## config.mk

```make
export PLATFORM = sky130hd
export DESIGN_NAME = tis_div_cell
export DESIGN_NICKNAME = d
export VERILOG_FILES = /design/src/rtl/tis_pkg.sv /design/src/rtl/tis_div_cell.sv
export SDC_FILE = /design/constraint.sdc
export NUM_CORES = 1
export LEC_CHECK = 0
export BUFFER_PORTS_ARGS = -buffer_cell sky130_fd_sc_hd__buf_4
export CAP_MARGIN = 20
export CORE_AREA = 2 2 411 413
export CTS_CLUSTER_DIAMETER = 100
export DETAILED_ROUTE_END_ITERATION = 8
export DIE_AREA = 0 0 413 415
export HOLD_SLACK_MARGIN = 0.1
export PLACE_DENSITY_LB_ADDON = 0.08
export SKIP_CTS_REPAIR_TIMING = 1
export SLEW_MARGIN = 20
export SYNTH_ARGS = -nofsm -noshare
export SYNTH_HDL_FRONTEND = slang
export SYNTH_SLANG_ARGS = --single-unit
```

## constraint.sdc

```tcl
create_clock -name clk -period 3.6 [get_ports clk]
set_input_delay 0.72 -clock clk [delete_from_list [all_inputs] [get_ports clk]]
set_output_delay 0.72 -clock clk [all_outputs]
set_load 0.01 [all_outputs]
```

## src/rtl/tis_pkg.sv

```systemverilog
`timescale 1ns / 1ps
`default_nettype none

package tis_pkg;

  localparam int FRAC_BITS  = 16;
  localparam int Q_W        = 32;
  localparam int SQRT_CELLS = 64;
  localparam int DIV_CELLS  = 32;
  localparam int MAG_W      = 66;

  localparam logic [30:0] SPEED_RESET = 31'(1 << FRAC_BITS);

  localparam logic [1:0] OUTCOME_ROOT    = 2'd0;
  localparam logic [1:0] OUTCOME_CLOSEST = 2'd1;
  localparam logic [1:0] OUTCOME_DEGEN   = 2'd2;
  localparam logic [1:0] OUTCOME_UNUSED  = 2'd3;

  typedef enum logic [1:0] {SEL_ZERO, SEL_A, SEL_B, SEL_MIN} sel_t;

  typedef struct packed {
    logic signed [31:0] px;
    logic signed [31:0] py;
    logic signed [31:0] vx;
    logic signed [31:0] vy;
  } geom_t;

  typedef struct packed {
    geom_t              g;
    logic signed [64:0] a;
    logic signed [64:0] b;
    logic [63:0]        c;
    logic               dpos;
  } sq_side_t;

  typedef struct packed {
    logic [127:0] x;
    logic [65:0]  rem;
    logic [63:0]  root;
  } sq_lane_t;

  typedef struct packed {
    logic [MAG_W-1:0] rem;
    logic [Q_W-1:0]   num_lo;
    logic [MAG_W-1:0] den;
    logic [Q_W-1:0]   q;
  } div_lane_t;

  typedef struct packed {
    geom_t      g;
    sel_t       sel;
    logic [1:0] outcome;
    logic       zero_a;
    logic       ovf_a;
    logic       zero_b;
    logic       ovf_b;
  } div_side_t;

endpackage

`default_nettype wire

```

## src/rtl/tis_div_cell.sv

```systemverilog
`timescale 1ns / 1ps
`default_nettype none

module tis_div_cell import tis_pkg::*; (
  input  wire logic  clk,
  input  wire logic  rst,
  input  wire logic  in_valid,
  input  wire div_lane_t in_a,
  input  wire div_lane_t in_b,
  input  wire div_side_t in_side,
  output logic       out_valid,
  output div_lane_t  out_a,
  output div_lane_t  out_b,
  output div_side_t  out_side
);

  function automatic div_lane_t div_step(input div_lane_t l);
    logic [MAG_W:0] rem_sh;
    logic [MAG_W:0] den_x;
    logic [MAG_W:0] diff;
    logic           ge;
    div_lane_t      r;
    rem_sh   = {l.rem, l.num_lo[Q_W-1]};
    den_x    = {1'b0, l.den};
    diff     = rem_sh - den_x;
    ge       = (rem_sh >= den_x);
    r.rem    = ge ? diff[MAG_W-1:0] : rem_sh[MAG_W-1:0];
    r.num_lo = {l.num_lo[Q_W-2:0], 1'b0};
    r.den    = l.den;
    r.q      = {l.q[Q_W-2:0], ge};
    return r;
  endfunction

  always_ff @(posedge clk) begin
    if (rst) begin
      out_valid <= 1'b0;
    end else begin
      out_valid <= in_valid;
    end
    out_a    <= div_step(in_a);
    out_b    <= div_step(in_b);
    out_side <= in_side;
  end

endmodule

`default_nettype wire

```

# After elaboration in Yosys (flattened, before gate mapping)
# Index checks and enable logic that the tools add are counted.
# word_totals
mem_count,0
mem_bits_ro,0
output_inout_bits,529
reg_bits,527
latchBits,0
in_bits,531
mem_bits_rw,0
word_cells,25
# op_classes
add_sub_neg,2
n_shift,0
n_eq_ne,0
magnitude_cmp,2
n_div,0
muxes,2
multipliers,0
n_reduce_logical,0
bitwise,0
# op_table
cell,count
$ge A67 B66 Y1,2
$mux W66,2
$sub A66 B66 Y66,2

# Logic depth before layout (Yosys ltp)
# depth
depth_word,2
depth_mapped,15
ltp_nobuf,14

# Worst setup path after synthesis
# No wires, ideal clock.
# synth_path
path_type,input port to flip-flop
startpoint,in in_b[129] in the netlist's numbering
endpoint,reg out_b[194] in the netlist's numbering
required_ns,3.479
arrival_time_ns,3.471
cell_stages,14
path_slack_ns,0.009
path_buffers,0
setup_ns,0.121
path_cell_list,inv_1 > ha_1 > inv_1 > fa_1 > a211oi_1 > o21bai_1 > a41o_1 > a211o_1 > a21oi_2 > o21a_1 > a21oi_1 > a311oi_1 > xnor2_1 > mux2_2
# synth_via
elab_chain_len,2
elab_cells_between_ends,3
cone_classes,add/sub: 1; order compare: 1; mux: 1
# synth_lines
item,line_no,source
"start, declared",tis_div_cell.sv:9,"input wire div_lane_t in_b,"
$sub A66 B66 Y66 / $ge A67 B66 Y1 (equally long branches),"tis_div_cell.sv:25, tis_div_cell.sv:26",
$mux W66 *,tis_div_cell.sv:27,r.rem = ge ? diff[MAG_W-1:0] : rem_sh[MAG_W-1:0];
"end signal, assigned",tis_div_cell.sv:41,out_b <= div_step(in_b);
"end, declared",tis_div_cell.sv:13,"output div_lane_t out_b,"
# Mark *: on every way between the ends. The rest lies on a longest branch, timed or not.
# A chain may end at the register's enable or synchronous reset.

# Worst setup path after layout
# layout_path
startpoint,in in_b[86] in the netlist's numbering
endpoint,reg out_b[185] in the netlist's numbering
# The elaborated chain is that of the path after synthesis.

==> out/metrics.cfg <==
[floorplanning]
ios=1060
start_util_pct=12.3
die_h_um=415
die_w_um=413
die_area_um2=171000
rows=150
design.core.area_um2=167000

[logic_synthesis]
synth_top_area_share_pct=51.4
syn-instance-count=2172
ys_ff_latch=527
synth_area_per_cell_um2=9.46
yosys.area.top_type=dfxtp_1
ys_async_sr_fraction_pct=0
synth_edf_count=0
synth.area.top_cells=dfxtp_1, ha_1, a21oi_1, o21ai_0, nand2_1
yosys_warnings=0
ys.flop_type=dfxtp_1
ys_types=74
yosysSeqAreaShare_pct=51.4
synth_area_um2=20500

[power]
power_switching_mw=5.87
internal_power_mw=13.7
total_power_mw=19.6
pwr-share-comb_pct=26.2
ir_drop_mv=0.352
power_frac_clock_pct=40.2
p_sw_share_pct=29.9
power_density_nw_per_um2=479
pwr-share-seq_pct=33.6
p_leak_nw=19.2

[global_routing]
first_global_vias=22900
grt_pass1_wl_um=172000
grt_overflow=0
grt_max_degree=34
antenna_found_initial=28
track_usage_pct=14.1

[critical_path]
critical_path_peak_fanout=28
cp-end-kind=register
critical_path_arrival_ns=4.07
critical_path_class=in2reg
critPathLaunchType=input port
required_ns=4.19

[timing]
finalMaxSlewViolations=0
worst_slack_ns=0.126
fin_crit_ns=3.47
hold-worst-slack_ns=0.166
worstMarginPinSlew_ns=0.659
grt_setup_unrepaired=no
hold_violations=0
setup_viol=0
fin_crit_sh_pct=96.5
fin_tns_setup_ns=0
relSlewSlack_pct=55.7
max_clock_freq_mhz=288

[clock_tree]
cts_root_buf=clkbuf_16
clk_path_buf_depth=3
cts.sinks=527
cts_buffers=76
htreeDepth=3
cts_tree=built
clkTransAtPathRegs_ns=0.06

[detailed_routing]
wl_um=127000
drtAntennaViolNets=0
via_per_inst=3.57
drt_drc_violations_left=0
via_count=22700
wire_per_inst_um=20.0
first_pass_iters=5
drtIter0Drc=716

[layout]
syn2layout_area_growth_pct=99.4
layout_common_cells=buf_4, dfxtp_1, dlygate4sd3_1
final_common_cell=buf_4
fin_nets=4753
postLayoutCoreUtil_pct=24.6
nFillCells=18300
stdcell_area_um2=40900
drive_above_1_share_pct=41.0
stdcell_count=6362

[place]
dp_cells=5851
port-buffer-count=1055
place_hpwl_um=109000
place.gp.congestion=0.811
place_ws_ns=-0.845
dpl_cell_area_um2=34700

[flow_run]
drv_cap=0

[worst_hold_path]
hold_path_depth=1
hp-class=in2reg

[outcome]
status=finished, final reports clean

==> cells by family (layout without fill, tap and decap cells) <==
logic type                 Yosys count  after routing  share of synthesized area (%)
AOI/OAI and AO/OA                  600            600                           17.6
DFF                                527            527                           51.4
and+or+nand+nor                    518            518                           11.6
buffers and inverters              254           2228                           5.03
adders and majority gates          134            134                           8.24
xor gates and xnor gates           121            121                           5.16
muxes                               17             17                          0.926
other                                1             13                         0.0183
==> power by group through the flow <==
stage	Clock (mW)	Combinational (mW)	Sequential, mW
6_report	7.87	5.15	6.59
5_1_grt	8.47	5.63	6.65
4_1_cts	8.28	4.95	6.60
3_5_place_dp	0	4.93	6.72
3_3_place_gp	0	4.97	6.72
2_1_floorplan	0	1.52	6.97
==> routing by layer <==
layer  wire (um)  global-route usage (%)  up-vias
met5         119                       0        -
met4        2250                    2.86       18
met3        9920                    4.89      139
met2       64700                    25.8      667
met1       50300                    15.7    10500
li1            -                       -    11400
==> registers in the layout (all words and copies together), names as in the netlist <==
| signal | count |
|---|---|
| out_a | 195 |
| out_b | 195 |
| out_side | 136 |
| out_valid | 1 |
==> final cells by class <==
type	count	area, um2	share of cell area [%]
multi-input cells	1392	9000	22.0
flip-flops and latches	527	10600	25.8
well taps	2204	2760	6.74
repair buffers	1916	15400	37.5
diodes	11	27.5	0.0672
clock buffers	108	2190	5.36
inverters	175	657	1.60
clock inverters	29	404	0.987
==> synth_stat cells, drive strengths merged (3+ instances only) <==
library cell / count
clkbuf: 52
o22ai: 3
nand3: 32
a21oi: 222
and4: 4
o21ai: 158
o21a: 20
nor2b: 13
inv: 175
and3: 13
a221oi: 3
nand2b: 6
o41ai: 3
o31ai: 10
dfxtp: 527
nor4: 9
o21bai: 42
o221ai: 4
or3: 8
nand2: 185
and2: 7
a211oi: 17
a21boi: 11
a21o: 45
nand4b: 5
o211ai: 8
xor2: 49
nand4: 52
ha: 132
a31oi: 22
xnor2: 72
nor2: 137
or2: 5
a221o: 3
buf: 27
a2111oi: 3
a31o: 3
a211o: 4
nor3: 35
o211a: 3
mux2: 16
==> path summary, 6_finish.rpt <==
| kind | from | slack (ns) | end |
|---|---|---|---|
| setup / recovery | in_b[86] | 0.13 | out_b[185] |
| hold / removal | in_b[96] | 0.17 | out_b[96] |
==> worst max-delay path, cell delays in order <==
cell and delay [ns]:
dlygate4sd3_1 0.54, buf_4 0.11, inv_1 0.03, ha_1 0.31, and3_1 0.20, nand2_1 0.10, nor3_1 0.31, nand3_1 0.22
or3_1 0.38, o2111a_1 0.30, nor2_4 0.17, buf_12 0.22, buf_4 0.15, nand3_1 0.07, o21ai_0 0.23
No activity file was read; power rests on OpenSTA's default activity.
