`config.mk`:
```
export PLATFORM = sky130hd
export DESIGN_NAME = tis_sqrt_cell
export DESIGN_NICKNAME = d
export VERILOG_FILES = /design/src/rtl/tis_pkg.sv /design/src/rtl/tis_sqrt_cell.sv
export SDC_FILE = /design/constraint.sdc
export NUM_CORES = 1
export LEC_CHECK = 0
export ABC_AREA = 0
export BUFFER_PORTS_ARGS = -buffer_cell sky130_fd_sc_hd__buf_4
export CAP_MARGIN = 20
export CORE_AREA = 5 5 454 456
export DETAILED_ROUTE_END_ITERATION = 8
export DIE_AREA = 0 0 459 461
export PLACE_DENSITY = 0.3
export SYNTH_ARGS = -nofsm -noshare
export SYNTH_HDL_FRONTEND = slang
export SYNTH_SLANG_ARGS = --single-unit
```
`constraint.sdc`:
```
create_clock -name clk -period 11.8 [get_ports clk]
set_input_delay 2.36 -clock clk [delete_from_list [all_inputs] [get_ports clk]]
set_output_delay 2.36 -clock clk [all_outputs]
set_load 0.02 [all_outputs]
```
`src/rtl/tis_pkg.sv`:
```
`timescale 1ns / 1ps
`default_nettype none

package tis_pkg;

  localparam int FRAC_BITS  = 16;
  localparam int Q_W        = 32;
  localparam int SQRT_CELLS = 64;
  localparam int DIV_CELLS  = 32;
  localparam int MAG_W      = 66;

  localparam logic [30:0] SPEED_RESET = 31'(1 << FRAC_BITS);

  localparam logic [1:0] OUTCOME_ROOT    = 2'd0;
  localparam logic [1:0] OUTCOME_CLOSEST = 2'd1;
  localparam logic [1:0] OUTCOME_DEGEN   = 2'd2;
  localparam logic [1:0] OUTCOME_UNUSED  = 2'd3;

  typedef enum logic [1:0] {SEL_ZERO, SEL_A, SEL_B, SEL_MIN} sel_t;

  typedef struct packed {
    logic signed [31:0] px;
    logic signed [31:0] py;
    logic signed [31:0] vx;
    logic signed [31:0] vy;
  } geom_t;

  typedef struct packed {
    geom_t              g;
    logic signed [64:0] a;
    logic signed [64:0] b;
    logic [63:0]        c;
    logic               dpos;
  } sq_side_t;

  typedef struct packed {
    logic [127:0] x;
    logic [65:0]  rem;
    logic [63:0]  root;
  } sq_lane_t;

  typedef struct packed {
    logic [MAG_W-1:0] rem;
    logic [Q_W-1:0]   num_lo;
    logic [MAG_W-1:0] den;
    logic [Q_W-1:0]   q;
  } div_lane_t;

  typedef struct packed {
    geom_t      g;
    sel_t       sel;
    logic [1:0] outcome;
    logic       zero_a;
    logic       ovf_a;
    logic       zero_b;
    logic       ovf_b;
  } div_side_t;

endpackage

`default_nettype wire

```
`src/rtl/tis_sqrt_cell.sv`:
```
`timescale 1ns / 1ps
`default_nettype none

module tis_sqrt_cell import tis_pkg::*; (
  input  wire logic clk,
  input  wire logic rst,
  input  wire logic in_valid,
  input  wire sq_lane_t in_lane,
  input  wire sq_side_t in_side,
  output logic      out_valid,
  output sq_lane_t  out_lane,
  output sq_side_t  out_side
);

  logic [67:0] rem_sh;
  logic [67:0] trial;
  logic [67:0] diff;
  logic        ge;
  sq_lane_t    lane_next;

  always_comb begin
    rem_sh = {in_lane.rem, in_lane.x[127:126]};
    trial  = {2'b00, in_lane.root, 2'b01};
    diff   = rem_sh - trial;
    ge     = (rem_sh >= trial);
    lane_next.x    = {in_lane.x[125:0], 2'b00};
    lane_next.rem  = ge ? diff[65:0] : rem_sh[65:0];
    lane_next.root = {in_lane.root[62:0], ge};
  end

  always_ff @(posedge clk) begin
    if (rst) begin
      out_valid <= 1'b0;
    end else begin
      out_valid <= in_valid;
    end
    out_lane <= lane_next;
    out_side <= in_side;
  end

endmodule

`default_nettype wire

```
== Word level (Yosys, flattened, before mapping) ==
Cells that the tools add are included.

* Add/sub/neg operators: 1
* Magnitude comparators: 1
* Multiplexer cells: 1

{| class="wikitable"
|+ Operator list
! operator !! number
|-
| $ge 68x66->1 || 1
|-
| $mux 66 || 1
|-
| $sub 66x66->66 || 1
|}

* Bits of input ports: 584
* Register bits after elaboration: 580
* Output and inout port bits: 582
* Word-level logic and storage cells: 15

== Longest topological paths before layout ==
Gate-level depths: netlist of run 1.

* Word-level depth: 2
* Depth in mapped cells: 15
* Gate-level depth less buffers: 12

== Least setup slack after synthesis of run 1 ==
OpenSTA, ideal clock, no wires.

* Path kind: input to register
* Start point: input port in_lane[38] (netlist bit)
* End point: register out_lane[123] (netlist bit)
* Slack: 6.327 ns
* Library setup time: 0.123 ns
* Arrival time: 5.350 ns
* Required time: 11.677 ns
* Cell stages on the path: 12
* Buffers on the path: 3
* Cell sequence: inv_1 -> ha_1 -> buf_2 -> nand4_2 -> or4_1 -> or4_4 -> o211a_4 -> a31oi_4 -> a2bb2oi_4 -> buf_6 -> buf_8 -> mux2_1

{| class="wikitable"
|+ RTL lines
! item !! line !! text
|-
| from (decl) || tis_sqrt_cell.sv:8 || <nowiki>input wire sq_lane_t in_lane,</nowiki>
|-
| to (signal assigned) || tis_sqrt_cell.sv:37 || <nowiki>out_lane <= lane_next;</nowiki>
|-
| to (decl) || tis_sqrt_cell.sv:11 || <nowiki>output sq_lane_t out_lane,</nowiki>
|}

==> results.py, run 1 <==
metrics = {
    "place": {
        "dp_slack_ns": 4.41,
        "place_area_um2": 28800,
        "port_buffers": 1163,
        "gp_congestion": 0.828,
        "placed_cells": 5160,
        "dpl.hpwl_um": 149000,
    },
    "detailed_routing": {
        "ant_nets": 0,
        "drc": 0,
        "finalWirelength_um": 167000,
        "detailedRoute.firstPassIterationCount": 5,
        "wl_per_cell_um": 31.3,
        "num_vias": 15900,
        "routed_via_density": 2.98,
        "drt_iter0_markers": 808,
    },
    "cells_and_area": {
        "area_growth_pct": 88.0,
        "stdcell_area_um2": 31600,
        "drive_above_1_share_pct": 51.5,
        "fin_cells": 5329,
        "fin_util_pct": 15.7,
        "fin_nets": 3222,
    },
    "clocking": {
        "hold_buffers": 0,
        "cts_tree": "done",
        "clock_path_buffers": 3,
        "clock-root-buffer": "clkbuf_16",
        "cts_resized": 0,
        "path_clk_slew_ns": 0.05,
        "cts.sinks": 580,
        "post_cts_buffers": 0,
        "cts_max_level": 3,
        "cts_made_buffers": 82,
    },
    "synth": {
        "synth_ff_type": "dfxtp_1",
        "synth_area_um2": 16800,
        "synthXorXnorAreaFrac_pct": 2.97,
        "synth_seq_cells": 580,
        "synthArstFlopShare_pct": 0,
        "yosysMostFrequentCell": "dfxtp_1",
        "synth_top_family_by_area": "compound AO/OA/AOI/OAI gates",
        "synth_cell_types": 65,
        "synth_area_per_cell_um2": 12.5,
        "synth_compound_area_share_pct": 9.29,
        "synth_top_area_cell": "dfxtp_1",
        "synth_common_cells": "580 x dfxtp_1, 87 x a21oi_1, 78 x inv_1",
        "yosysTopAreaCellShare_pct": 69.0,
        "synthTopCellsByArea": "dfxtp_1 69%, ha_1 4.9%, a21oi_1 2.6%, mux2_2 2.5%, xnor2_1 1.8%",
        "synthCells": 1348,
        "yosys_warnings": 0,
        "synth_seq_area_share_pct": 69.0,
        "muxShareOfSynthArea_pct": 4.40,
        "synth-simple-area-share_pct": 6.49,
        "synth_edf_count": 0,
        "synthAdderAreaFrac_pct": 4.91,
    },
    "timing": {
        "setup_violations": 0,
        "rsz0062_at_grt": "no",
        "period_share_pct": 55.9,
        "slew_headroom_pct": 27.6,
        "drv_slew": 0,
        "post-route-min-period_ns": 6.60,
        "hold_ws_ns": 1.75,
        "tightest_slew_ns": 1.08,
        "finalHoldViolations": 0,
        "fmax_mhz": 151,
        "fin_tns_setup_ns": 0,
        "setup_slack_ns": 5.20,
    },
    "power_and_ir_drop": {
        "cellLeakagePower_nw": 14.3,
        "peakVddDrop_uv": 95.5,
        "finalPower_mw": 5.87,
        "power_density_nw_per_um2": 186,
    },
    "worst_setup_path": {
        "end_kind": "register",
        "cp_num_buf_inv": 3,
        "cp_max_fo": 47,
        "max_stage_delay_ns": 0.74,
        "required_ns": 12.36,
        "crit_chain": "buf_4 -> inv_1 -> ha_1 -> nand4_1 -> or4_1 -> or4_4 -> o211a_4 -> a31oi_4 -> a2bb2oi_4 -> buf_4 -> mux2_2",
        "cp-start-kind": "input pin",
        "worst_ep_arrival_time_ns": 7.17,
        "cpMostUsedCell": "buf_4",
        "crit_cells": 11,
        "crit_family": "simple AND/OR/NAND/NOR gates",
        "crit_type": "input pin to register",
        "slowest_stage": "buf_4",
    },
    "global_routing": {
        "grt_pass1_wl_um": 201000,
        "grt_pass1_vias": 16500,
        "grt_usage_pct": 15.0,
        "antenna_found_initial": 105,
        "gr-total-overflow": 0,
        "grt_max_degree": 48,
    },
    "die": {
        "die-area_um2": 212000,
        "ios": 1166,
        "initial_core_util_pct": 8.35,
        "dieHeight_um": 461,
        "row_count": 165,
        "die_w_um": 459,
        "core_um2": 201000,
    },
    "status": {
        "status": "complete, no violations",
    },
    "hold_path": {
        "holdPathEnd": "out_side[5]$_DFF_P_",
        "hold_path_class": "input pin to register",
        "holdCritStartpoint": "in_side[5]",
        "worstHoldPathCells": 1,
    },
    "job": {
        "cap_violations": 0,
    },
}
## where the power goes
group	internal, mW	switching, mW
combinational	0.441	0.655
clock	1.54	1.08
sequential	2.11	0.0485
total	4.09	1.78
## layout make-up
cell class,count,area (um2)
clock buffer,108,2270
fill,22800,170000
inverter,78,293
antenna,20,50.0
tap,2672,3340
sequential,580,11600
timing repair buffer,1172,8800
multi-input combinational,658,4730
clock inverter,41,519
## logic make-up after synthesis
kind of cell,Yosys count
mux,66
other cells,1
fa+ha+maj,66
xor+xnor,57
buf+inv,111
simple gates,225
flops,580
compound gates,242
## layer usage
layer / part of all wire (%) / track usage [%]
met5: 0.17 / 0
met4: 3.0 / 4.32
met3: 9.9 / 6.76
met2: 54 / 28.8
met1: 33 / 14.4
## how the worst max path moves through the flow
stage	endpoint	from	slack (ns)
after floorplan	out_lane[123]$_DFF_P_	in_lane[38]	6.33
after global placement	out_lane[79]$_DFF_P_	in_lane[31]	4.42
after detailed placement	out_lane[72]$_DFF_P_	in_lane[74]	4.41
after CTS	out_lane[73]$_DFF_P_	in_lane[10]	5.17
after global routing	out_lane[100]$_DFF_P_	in_lane[10]	5.06
final	out_lane[87]$_DFF_P_	in_lane[31]	5.20
## cells in the final DEF, fill, tap and decap left out, types with 31 or more instances in the layout
cell type / count
inv_1: 78
mux2_2: 37
clkbuf_16: 82
buf_4: 1171
nor2_1: 50
a21o_1: 31
o21ai_0: 45
xnor2_1: 35
ha_1: 66
nand2_1: 69
a21oi_1: 87
dfxtp_1: 580
## state kept, by name (all words and copies together) (netlist names)
signal and flops:
out_side 323, out_valid 1, out_lane 256
No activity file was read; power rests on OpenSTA's default activity.
==> run 2, diff against run 1 <==
--- a/config.mk
+++ b/config.mk
@@ -8,9 +8,9 @@
 export ABC_AREA = 0
 export BUFFER_PORTS_ARGS = -buffer_cell sky130_fd_sc_hd__buf_4
 export CAP_MARGIN = 20
-export CORE_AREA = 5 5 454 456
+export CORE_AREA = 5 5 453 455
 export DETAILED_ROUTE_END_ITERATION = 8
-export DIE_AREA = 0 0 459 461
+export DIE_AREA = 0 0 458 460
 export PLACE_DENSITY = 0.3
 export SYNTH_ARGS = -nofsm -noshare
 export SYNTH_HDL_FRONTEND = slang
==> constraint.sdc (replaced) <==
create_clock -name clk -period 5.7 [get_ports clk]
set_input_delay 1.14 -clock clk [delete_from_list [all_inputs] [get_ports clk]]
set_output_delay 1.14 -clock clk [all_outputs]
set_load 0.02 [all_outputs]
==> run 2 against run 1 <==
Global-route usage grew 0.18 points. Critical path depth up 3. Sequential power is 110% higher. Total power is 110% higher. Critical path type unchanged.
==> results.py, run 2 (synthesized netlist as in run 1, its figures left out) <==
metrics = {
    "timing": {
        "rsz0062_at_grt": "no",
        "period_share_pct": 79.3,
        "slew_headroom_pct": 34.5,
        "fmax_mhz": 221,
        "setup_violations": 0,
        "tightest_slew_ns": 0.975,
        "post-route-min-period_ns": 4.52,
        "finalHoldViolations": 0,
        "fin_tns_setup_ns": 0,
        "hold_ws_ns": 0.533,
        "drv_slew": 0,
    },
    "place": {
        "port_buffers": 1163,
        "dpl.hpwl_um": 150000,
        "gp_congestion": 0.818,
    },
    "detailed_routing": {
        "num_vias": 16000,
        "drc": 0,
        "routed_via_density": 3.00,
        "drt_iter0_markers": 735,
        "finalWirelength_um": 168000,
        "ant_nets": 0,
        "wl_per_cell_um": 31.4,
        "detailedRoute.firstPassIterationCount": 6,
    },
    "cells_and_area": {
        "drive_above_1_share_pct": 51.9,
        "layout_commonest_cell": "buf_4",
        "reg_top3": "out_side x323, out_lane x256, out_valid x1",
        "area_growth_pct": 90.0,
        "fin_nets": 3241,
        "layout_common_cells": "1186 x buf_4, 580 x dfxtp_1, 87 x a21oi_1",
        "largest_register_ffs": 323,
        "top_register": "out_side",
    },
    "worst_setup_path": {
        "cp_max_fo": 6,
        "end_kind": "register",
        "worst_ep_arrival_time_ns": 5.09,
        "required_ns": 6.27,
        "cp-start-kind": "input pin",
        "crit_type": "input pin to register",
    },
    "die": {
        "initial_core_util_pct": 8.37,
        "core_um2": 201000,
        "ios": 1166,
        "row_count": 165,
        "die-area_um2": 211000,
        "dieHeight_um": 460,
        "die_w_um": 458,
    },
    "clocking": {
        "path_clk_slew_ns": 0.06,
        "cts_tree": "done",
        "cts_max_level": 3,
        "post_cts_buffers": 0,
        "clock-root-buffer": "clkbuf_16",
        "cts_resized": 0,
        "clock_path_buffers": 3,
        "cts_made_buffers": 84,
        "cts.sinks": 580,
        "hold_buffers": 0,
    },
    "power_and_ir_drop": {
        "cellLeakagePower_nw": 14.4,
        "power_density_nw_per_um2": 388,
        "peakVddDrop_uv": 215,
    },
    "hold_path": {
        "holdCritStartpoint": "in_side[266]",
        "worstHoldPathCells": 1,
        "hold_path_class": "input pin to register",
        "holdPathEnd": "out_side[266]$_DFF_P_",
    },
    "job": {
        "cap_violations": 0,
    },
    "global_routing": {
        "grt_pass1_vias": 16700,
        "grt_pass1_wl_um": 203000,
        "grt_usage_pct": 15.2,
        "grt_max_degree": 36,
        "antenna_found_initial": 118,
        "gr-total-overflow": 0,
    },
    "status": {
        "status": "complete, no violations",
    },
}
-- run 2: layout make-up --
cell class | instances | area [um2]
multi-input combinational | 658 | 4730
sequential | 580 | 11600
antenna | 23 | 57.6
tap | 2672 | 3340
inverter | 78 | 293
timing repair buffer | 1189 | 8950
clock inverter | 39 | 554
clock buffer | 114 | 2420
fill | 22600 | 169000
-- run 2: worst max-delay path by stage --
stage / slack (ns) / to / startpoint / cells after the start
floorplan: 1.45 / out_lane[123]$_DFF_P_ / in_lane[38] / 12
global placement: 0.20 / out_lane[129]$_DFF_P_ / in_lane[0] / 13
detailed placement: 0.34 / out_lane[105]$_DFF_P_ / in_lane[12] / 14
CTS: 1.15 / out_lane[105]$_DFF_P_ / in_lane[12] / 14
global route: 1.10 / out_lane[105]$_DFF_P_ / in_lane[12] / 14
finish: 1.18 / out_lane[105]$_DFF_P_ / in_lane[12] / 14
-- run 2: critical path: stages --
cell and delay, ns:
buf_4 0.10, inv_1 0.04, ha_1 0.38, a21oi_1 0.41
o21ai_0 0.20, nor2b_1 0.20, o41a_1 0.44, nor3_1 0.76
o21ai_0 0.21, buf_4 0.21, a21oi_1 0.29, o21bai_1 0.20
xor2_1 0.19, mux2_1 0.32
-- run 2: metrics by stage --
step | instances | power, mW | instance area [um2] | worst slack [ns] | util, %
floorplan | 1349 | 5.45 | 16800 | 1.45 | -
global route | 5333 | 13.0 | 31900 | 1.10 | 15.9
finish | 5353 | 12.4 | 31900 | 1.18 | 15.9
detailed placement | 5177 | 6.90 | 28900 | 0.341 | 14.4
global placement | 5175 | 6.91 | 28900 | 0.200 | 14.4
CTS | 5330 | 12.8 | 31900 | 1.15 | 15.9
-- run 2: per-layer routing --
metal | track usage, % | share of wire [%] | vias to the layer above
met1 | 13.8 | 32 | 7701
met2 | 30.2 | 56 | 881
met3 | 6.99 | 9.4 | 273
li1 | - | - | 7141
met5 | 0 | 0.19 | -
met4 | 3.72 | 2.7 | 50
-- run 2: power by group --
group          total, mW  leakage [nW]  switching, mW  internal [mW]
Clock               5.67          1.44           2.26           3.41
Combinational       2.26          8.11           1.33          0.926
Sequential          4.47          4.89          0.106           4.37
Total               12.4          14.4           3.70           8.70
